**config.mk**
```make
export PLATFORM = sky130hd
export DESIGN_NAME = restoring_divider_96bit
export DESIGN_NICKNAME = d
export VERILOG_FILES = /design/src/rdiv96_pkg.sv /design/src/restoring_divider_96bit.sv /design/src/rdiv96_step.sv
export SDC_FILE = /design/constraint.sdc
export NUM_CORES = 1
export LEC_CHECK = 0
export ABC_AREA = 1
export ABC_CLOCK_PERIOD_IN_PS = 22600
export BUFFER_PORTS_ARGS = -buffer_cell sky130_fd_sc_hd__buf_4
export CORE_UTILIZATION = 60
export DETAILED_ROUTE_END_ITERATION = 6
export GPL_TIMING_DRIVEN = 0
export PLACE_DENSITY = 0.83
export SYNTH_ARGS = -nofsm -noshare
export SYNTH_HDL_FRONTEND = slang
export SYNTH_SLANG_ARGS = --single-unit
```
**constraint.sdc**
```tcl
create_clock -name i_clk -period 22.6 [get_ports i_clk]
set_input_delay 2.26 -clock i_clk [delete_from_list [all_inputs] [get_ports i_clk]]
set_output_delay 2.26 -clock i_clk [all_outputs]
set_load 0.02 [all_outputs]
```
**src/rdiv96_pkg.sv**
```systemverilog
// Package for the 96-bit restoring divider.
// Widths, payload structs, sequencer states and the step unit's result type.
// No dependencies.
`timescale 1ns / 1ps
`default_nettype none

package rdiv96_pkg;

    localparam int C_LO_W  = 64;
    localparam int C_HI_W  = 32;
    localparam int C_WIDTH = C_LO_W + C_HI_W;
    localparam int C_CNT_W = $clog2(C_WIDTH);

    typedef struct packed {
        logic [C_LO_W-1:0] dividend_low;
        logic [C_HI_W-1:0] dividend_high;
        logic [C_LO_W-1:0] divisor_low;
        logic [C_HI_W-1:0] divisor_high;
    } t_div_in;

    typedef struct packed {
        logic [C_LO_W-1:0] quotient_low;
        logic [C_HI_W-1:0] quotient_high;
        logic [C_LO_W-1:0] remainder_low;
        logic [C_HI_W-1:0] remainder_high;
        logic              divide_by_zero;
    } t_div_out;

    typedef enum logic {
        ST_IDLE,
        ST_RUN
    } t_state;

    typedef struct packed {
        logic [C_WIDTH-1:0] rem;
        logic               qbit;
        logic               seen;
    } t_step_res;

endpackage

`default_nettype wire

```
**src/restoring_divider_96bit.sv**
```systemverilog
// Top level of the 96-bit unsigned restoring divider: sequencer and operand registers.
// Depends on rdiv96_pkg and rdiv96_step.
`timescale 1ns / 1ps
`default_nettype none

// Usage
//   Input: drive i_in and raise start; the beat is taken at a clock edge with
//   start high and busy low. busy then stays high while the division runs.
//   Output: o_result is valid for exactly one cycle, marked by o_done. There
//   is no back-pressure; the receiver must capture it in that cycle.
// Timing
//   One quotient bit per cycle through a single 97-bit subtract/compare unit,
//   so 96 iterations. o_done is high in the cycle after the last iteration
//   edge. busy falls together with o_done, so a new beat can be taken in the
//   strobe cycle.
// Zero divisor
//   divide_by_zero is set, the remainder is the dividend and the quotient has
//   ones from bit 0 up to the dividend's highest set bit.
// Reset
//   Synchronous, active low: returns to idle, drops busy and o_done; any
//   division in progress is abandoned.
module restoring_divider_96bit (
    input  wire logic                 i_clk,
    input  wire logic                 i_rst_n,
    input  wire logic                 start,
    output logic                      busy,
    input  wire rdiv96_pkg::t_div_in  i_in,
    output logic                      o_done,
    output rdiv96_pkg::t_div_out      o_result
);
    import rdiv96_pkg::*;

    localparam logic [C_CNT_W-1:0] C_LAST = C_CNT_W'(C_WIDTH - 1);

    t_state             r_state, n_state;
    logic [C_CNT_W-1:0] r_cnt,   n_cnt;
    logic               r_done,  n_done;
    logic [C_WIDTH-1:0] r_num,   n_num;
    logic [C_WIDTH-1:0] r_den,   n_den;
    logic [C_WIDTH-1:0] r_rem,   n_rem;
    logic [C_WIDTH-1:0] r_quo,   n_quo;
    logic               r_dz,    n_dz;
    logic               r_seen,  n_seen;

    t_step_res          step;

    rdiv96_step u_step (
        .i_rem  (r_rem),
        .i_den  (r_den),
        .i_bit  (r_num[C_WIDTH-1]),
        .i_dz   (r_dz),
        .i_seen (r_seen),
        .o_res  (step)
    );

    always_ff @(posedge i_clk) begin
        if (!i_rst_n) begin
            r_state <= ST_IDLE;
            r_cnt   <= '0;
            r_done  <= 1'b0;
        end else begin
            r_state <= n_state;
            r_cnt   <= n_cnt;
            r_done  <= n_done;
        end
    end

    always_ff @(posedge i_clk) begin
        r_num  <= n_num;
        r_den  <= n_den;
        r_rem  <= n_rem;
        r_quo  <= n_quo;
        r_dz   <= n_dz;
        r_seen <= n_seen;
    end

    always_comb begin
        n_state = r_state;
        n_cnt   = r_cnt;
        n_done  = 1'b0;
        n_num   = r_num;
        n_den   = r_den;
        n_rem   = r_rem;
        n_quo   = r_quo;
        n_dz    = r_dz;
        n_seen  = r_seen;
        unique case (r_state)
            ST_IDLE: begin
                if (start) begin
                    n_num   = {i_in.dividend_high, i_in.dividend_low};
                    n_den   = {i_in.divisor_high, i_in.divisor_low};
                    n_rem   = '0;
                    n_quo   = '0;
                    n_dz    = (n_den == '0);
                    n_seen  = 1'b0;
                    n_cnt   = C_LAST;
                    n_state = ST_RUN;
                end
            end
            ST_RUN: begin
                n_num  = {r_num[C_WIDTH-2:0], 1'b0};
                n_rem  = step.rem;
                n_quo  = {r_quo[C_WIDTH-2:0], step.qbit};
                n_seen = step.seen;
                if (r_cnt == '0) begin
                    n_done  = 1'b1;
                    n_state = ST_IDLE;
                end else begin
                    n_cnt = r_cnt - 1'b1;
                end
            end
            default: begin
                n_state = ST_IDLE;
            end
        endcase
    end

    assign busy   = (r_state == ST_RUN);
    assign o_done = r_done;

    // working registers hold the result until the next beat is loaded
    always_comb begin
        o_result.quotient_low   = r_quo[C_LO_W-1:0];
        o_result.quotient_high  = r_quo[C_WIDTH-1:C_LO_W];
        o_result.remainder_low  = r_rem[C_LO_W-1:0];
        o_result.remainder_high = r_rem[C_WIDTH-1:C_LO_W];
        o_result.divide_by_zero = r_dz;
    end

endmodule

`default_nettype wire

```
**src/rdiv96_step.sv**
```systemverilog
// One radix-2 restoring step: shift in a dividend bit, trial subtract, restore.
// Depends on rdiv96_pkg.
`timescale 1ns / 1ps
`default_nettype none

module rdiv96_step (
    input  wire logic [rdiv96_pkg::C_WIDTH-1:0] i_rem,
    input  wire logic [rdiv96_pkg::C_WIDTH-1:0] i_den,
    input  wire logic                           i_bit,
    input  wire logic                           i_dz,
    input  wire logic                           i_seen,
    output rdiv96_pkg::t_step_res               o_res
);
    import rdiv96_pkg::*;

    logic [C_WIDTH:0]   shifted;
    logic [C_WIDTH+1:0] diff;
    logic               ge;

    always_comb begin
        shifted = {i_rem, i_bit};
        diff    = {1'b0, shifted} - {2'b00, i_den};
        ge      = ~diff[C_WIDTH+1];
        // result always fits 96 bits: below the divisor, or the dividend prefix when it is zero
        o_res.rem  = ge ? diff[C_WIDTH-1:0] : shifted[C_WIDTH-1:0];
        o_res.seen = i_seen | i_bit;
        // zero divisor: ones from the dividend's top set bit downward
        o_res.qbit = i_dz ? (i_seen | i_bit) : ge;
    end

endmodule

`default_nettype wire

```
Yosys cells after proc, flatten, opt, wreduce, memory -nomap -nowiden
Index checks and enable logic that the tools add are counted.
{ "totals": {"elab_cells": 37, "input_bits": 195, "output_inout_bits": 195, "reg_bits": 395} }
{ "op_classes": {"n_bitwise": 3, "reduce_logical": 5, "n_mux": 16, "n_addsub": 2, "eq_ne": 2} }
{ "op_table": {"columns": ["cell", "n"], "rows": [
  ["case mux 96 bit (2 select lines)", 3],
  ["2-to-1 mux 96 bit", 3],
  ["subtractor 97 x 96 -> 98 bit", 1],
  ["logical NOT 96 bit", 1],
  ["2-to-1 mux 7 bit", 2],
  ["case mux 7 bit (2 select lines)", 1],
  ["logical NOT 7 bit", 1],
  ["subtractor 7 x 1 -> 7 bit (second input constant)", 1],
  ["AND reduction 2 bit", 3],
  ["2-to-1 mux 1 bit", 5],
  ["!= test 2 bit (second input constant)", 2],
  ["case mux 1 bit (2 select lines)", 2],
  ["inverter 1 bit", 2],
  ["OR 1 bit", 1]
]} }

Depth between registers and ports, before layout
{ "logic_depth": {"depth_word": 4, "depth_mapped": 19, "depth_no_buf": 18} }

By module
Synthesis repeated with hierarchy kept, for this count alone.
{ "unflattened": {"cells_unflattened": 3880, "hier_area_um2": 27118.5} }
{ "modules_own_cells": {"columns": ["module", "area_each_um2", "cells_per_inst", "seq_area_each_um2", "n_inst"], "rows": [
  ["restoring_divider_96bit", 15189.6, 1263, 11771.3, 1],
  ["rdiv96_step", 11928.9, 2617, 0.0, 1]
]} }

Worst setup path before layout
OpenSTA, ideal clock, no wires.
{ "synth_timing": {"path_kind": "input-to-reg", "from": "input start", "to": "register r_cnt[5]", "setup_ns": 0.076, "stages": 8, "required_ns": 22.524, "arrival_time_ns": 10.156, "setup_slack_ns": 12.368, "n_path_buf": 0, "path_cell_list": "inv_1 -> nand2_1 -> nand2_1 -> nor4_1 -> nand2_1 -> nand2_1 -> nand3_1 -> a31oi_1"} }
{ "synth_between": {"elab_chain_len": 2} }
{ "synth_rtl": {"columns": ["item", "line_no", "source"], "rows": [
  ["from (decl)", "restoring_divider_96bit.sv:25", "input wire logic start,"],
  ["!= test 2 bit (no source line)", null, null],
  ["AND reduction 2 bit (no source line)", null, null],
  ["to (signal assigned)", "restoring_divider_96bit.sv:63", "r_cnt <= n_cnt;"],
  ["to (decl)", "restoring_divider_96bit.sv:36", "logic [C_CNT_W-1:0] r_cnt, n_cnt;"]
]} }
Every way passes these cells.
A chain may end at the register's enable or synchronous reset.

Worst setup path after layout
Ends and elaborated chain as after synthesis.

==> summary.md <==
| Metric | Value |
|---|---|
| Synth warn | 0 |
| Ports | a little under 400 |
| Seq cells post-synth | slightly below 400 |
| H-tree levels | 2 |
| Post-cts sizing count | 0 |
| TritonRoute pass-1 iters | 6 |
| Clock latency on the worst-skew pair | about 600 ps |
| Final setup vio count | 0 |
| Sequential area share after synthesis | 0.449 |
| Leak | between 15 and 20 nW |
| Startpoint types | input port |
| Num CTS Buffers | 40 |
| Run status | completed |
| CTS tree | done |
| GRT overflow | 0 |
| HPWL Detailed | just under 70000 um |
| VDD IR max | slightly above 0.07 mV |
| Syn Nets | between 3000 and 4000 |
| Max-cap violations | 0 |
| Setup CP Type | input port to flip-flop |
| Syn_area_per_cell | between 7 and 8 um2 |
| Via-to-Cell Ratio | about 5.2 |
| Row count | 76 |
| Root Driver | clkbuf_16 |
| Post-synth EDFFs | 386 |
| Endpoints failing hold | 0 |
| Initial core utilization | 0.608 |
| Core area | between 40000 and 50000 um2 |
| DP Worst Slack | approximately 17000 ps |
| Area delta synth->final | 19.4% |
| Nets@finish | 4390 |
| Endpoint type of the worst setup path | flip-flop |
| Critical Path AT | between 5000 and 6000 ps |
| Worst Max-Slew Pin Slew | 1450 ps |
| Routed Antenna Nets | 0 |
| Max Clk Rate | ~0.22 GHz |
| Final period utilization | 0.205 |
| Detailed Route WL | 86200 um |
| Slew margin rel. | 0.0270 |
| Clk_skew | between 10 and 15 ps |
| Drt first-iter violations | roughly 2500 |
| Req. time, crit path | 23110 ps |
| Setup TNS | 0 ps |
| Number of global-route vias before repair | approximately 24000 |
| Post-layout min period | roughly 4600 ps |
| Die area | 44500 um2 |
| Die Ht | between 200 and 250 um |
| Die width | 211 um |
| PD cells | between 80 and 90 nW/um2 |
| Syn Inst Count | approximately 3700 |
| Gr usage total | 0.385 |
| First-pass GRT wire length | between 100000 and 150000 um |
| Initial antenna violation count | 6 |
| Wirelength per Cell | between 15 and 20 um |
| I/O Buffers | 389 |
| Setup ws final | 17960 ps |
| CTS Buffer Depth | 3 |
| Async set or reset register ratio after synthesis | 0 |
| Hold_buf cts | 0 |
| Largest net degree at the start of global routing | 72 |
| CTS sink cnt | approximately 400 |
| Post-CTS setup buffer count | 0 |
| Synthesized cell area | 26200 um2 |
| Max-slew violations | 0 |
| GPL Wtd Cong | about 1.1 |
| RSZ-0062 raised after global routing | no |
| Max FO, Critical Path | 71 |
| Cell variety after synth | 38 |
| Worst Hold Class | flip-flop to flip-flop |
| Share of cells above drive strength 1 | 0.146 |
| Vias | 24700 |
| DRC Markers | 0 |
| CTS clk-pin slew, worst paths | 70 ps |
| Primary FF master, synth | edfxtp_1 |
## state kept, by name, indices dropped and copies added, names as in the netlist
| register | count |
|---|---|
| o_done | 1 |
| r_quo | 96 |
| busy | 1 |
| r_rem | 96 |
| r_den | 96 |
| r_cnt | 7 |
| r_num | 96 |
| r_dz | 1 |
| r_seen | 1 |
## per-stage QoR
step,instances,hold WS (ps),power [mW],area (um2),utilization
floorplan,3659,449,1.59,26200,-
finish,4711,508,2.60,31300,0.726
global placement,4633,471,1.93,29900,0.693
CTS,4708,501,2.58,31300,0.726
global route,4711,528,2.72,31300,0.726
detailed placement,4639,484,1.93,30000,0.697
## cells in the final DEF (no fill, tap or decap), types with 17 or more instances in the layout
cell       netlist  layout
nand3_1         97      97
clkbuf_1        42      48
nand3b_1        19      19
a21oi_1         91      91
nor2_1         289     288
o21ai_0         71      71
inv_1          769     769
nor4_1          27      27
nand2_1       1472    1471
ha_1            98      98
nor2_2          72      72
nand4_1         35      35
xor2_1          48      48
inv_2           30      30
edfxtp_1       386     386
buf_4            1     390
nor3_1          17      17
clkbuf_16        0      40
## layer usage
layer | share of wire | routed length, um | GRT usage
met2 | 0.47 | 40100 | 0.643
met3 | 0.11 | 9100 | 0.0940
met1 | 0.38 | 33100 | 0.475
met5 | 0.00036 | 31 | 0
met4 | 0.045 | 3880 | 0.167
## power by group
group	internal, mW	switching (mW)	total, mW
registers	0.911	0.0533	0.965
logic	0.317	0.661	0.978
clock network	0.362	0.297	0.659
total	1.59	1.01	2.60
## logic make-up after synthesis
family                     synth area share
buffers and inverters                 0.128
and+or+nand+nor                       0.321
adders and majority gates            0.0476
AOI/OAI and AO/OA                    0.0377
xor gates and xnor gates             0.0160
DFF                                   0.449
## Yosys cell counts, types with 5 or more instances
cell type | count | area [um2]
dfxtp_1 | 9 | 180
o21ai_0 | 71 | 355
clkbuf_1 | 42 | 158
nand2_2 | 16 | 100
o21bai_1 | 12 | 90.1
nand4_1 | 35 | 219
a21oi_1 | 91 | 455
nand3b_1 | 19 | 143
inv_2 | 30 | 113
inv_1 | 769 | 2890
nand3_1 | 97 | 485
nor3_1 | 17 | 85.1
buf_8 | 5 | 75.1
edfxtp_1 | 386 | 11600
and2_1 | 10 | 62.6
nand2_1 | 1472 | 5530
nor2_2 | 72 | 450
nor4_1 | 27 | 169
ha_1 | 98 | 1230
buf_2 | 11 | 55.1
xor2_1 | 48 | 420
nor2_1 | 289 | 1080
a31oi_1 | 5 | 31.3
## path summary, 6_finish.rpt
path / startpoint / to / slack (ps) / depth (start not counted)
min reg2reg: r_cnt[0] / r_cnt[0] / 510 / 1
max: start / r_cnt[5] / 17960 / 12
max reg2reg: busy / r_cnt[5] / 19150 / 11
min: r_cnt[0] / r_cnt[0] / 510 / 1
## cell type report
class / instances / area (um2)
Antenna cell: 3 / 7.51
Buffer: 66 / 344
Clock buffer: 46 / 1020
Clock inverter: 23 / 240
Fill cell: 3448 / 11800
Inverter: 802 / 3010
Multi-Input combinational cell: 2396 / 11100
Sequential cell: 395 / 11800
Tap cell: 585 / 732
Timing Repair Buffer: 395 / 3070
## worst max-delay path, cell delays in order
cell and delay [ps]:
buf_4 80, inv_1 80, nand2_4 500, buf_16 340, buf_16 310, buf_16 340
nand2_1 190, nor4_1 530, nand2_1 120, nand2_1 90, nand3_1 60, a31oi_1 150
(Power assumes the default switching activity.)
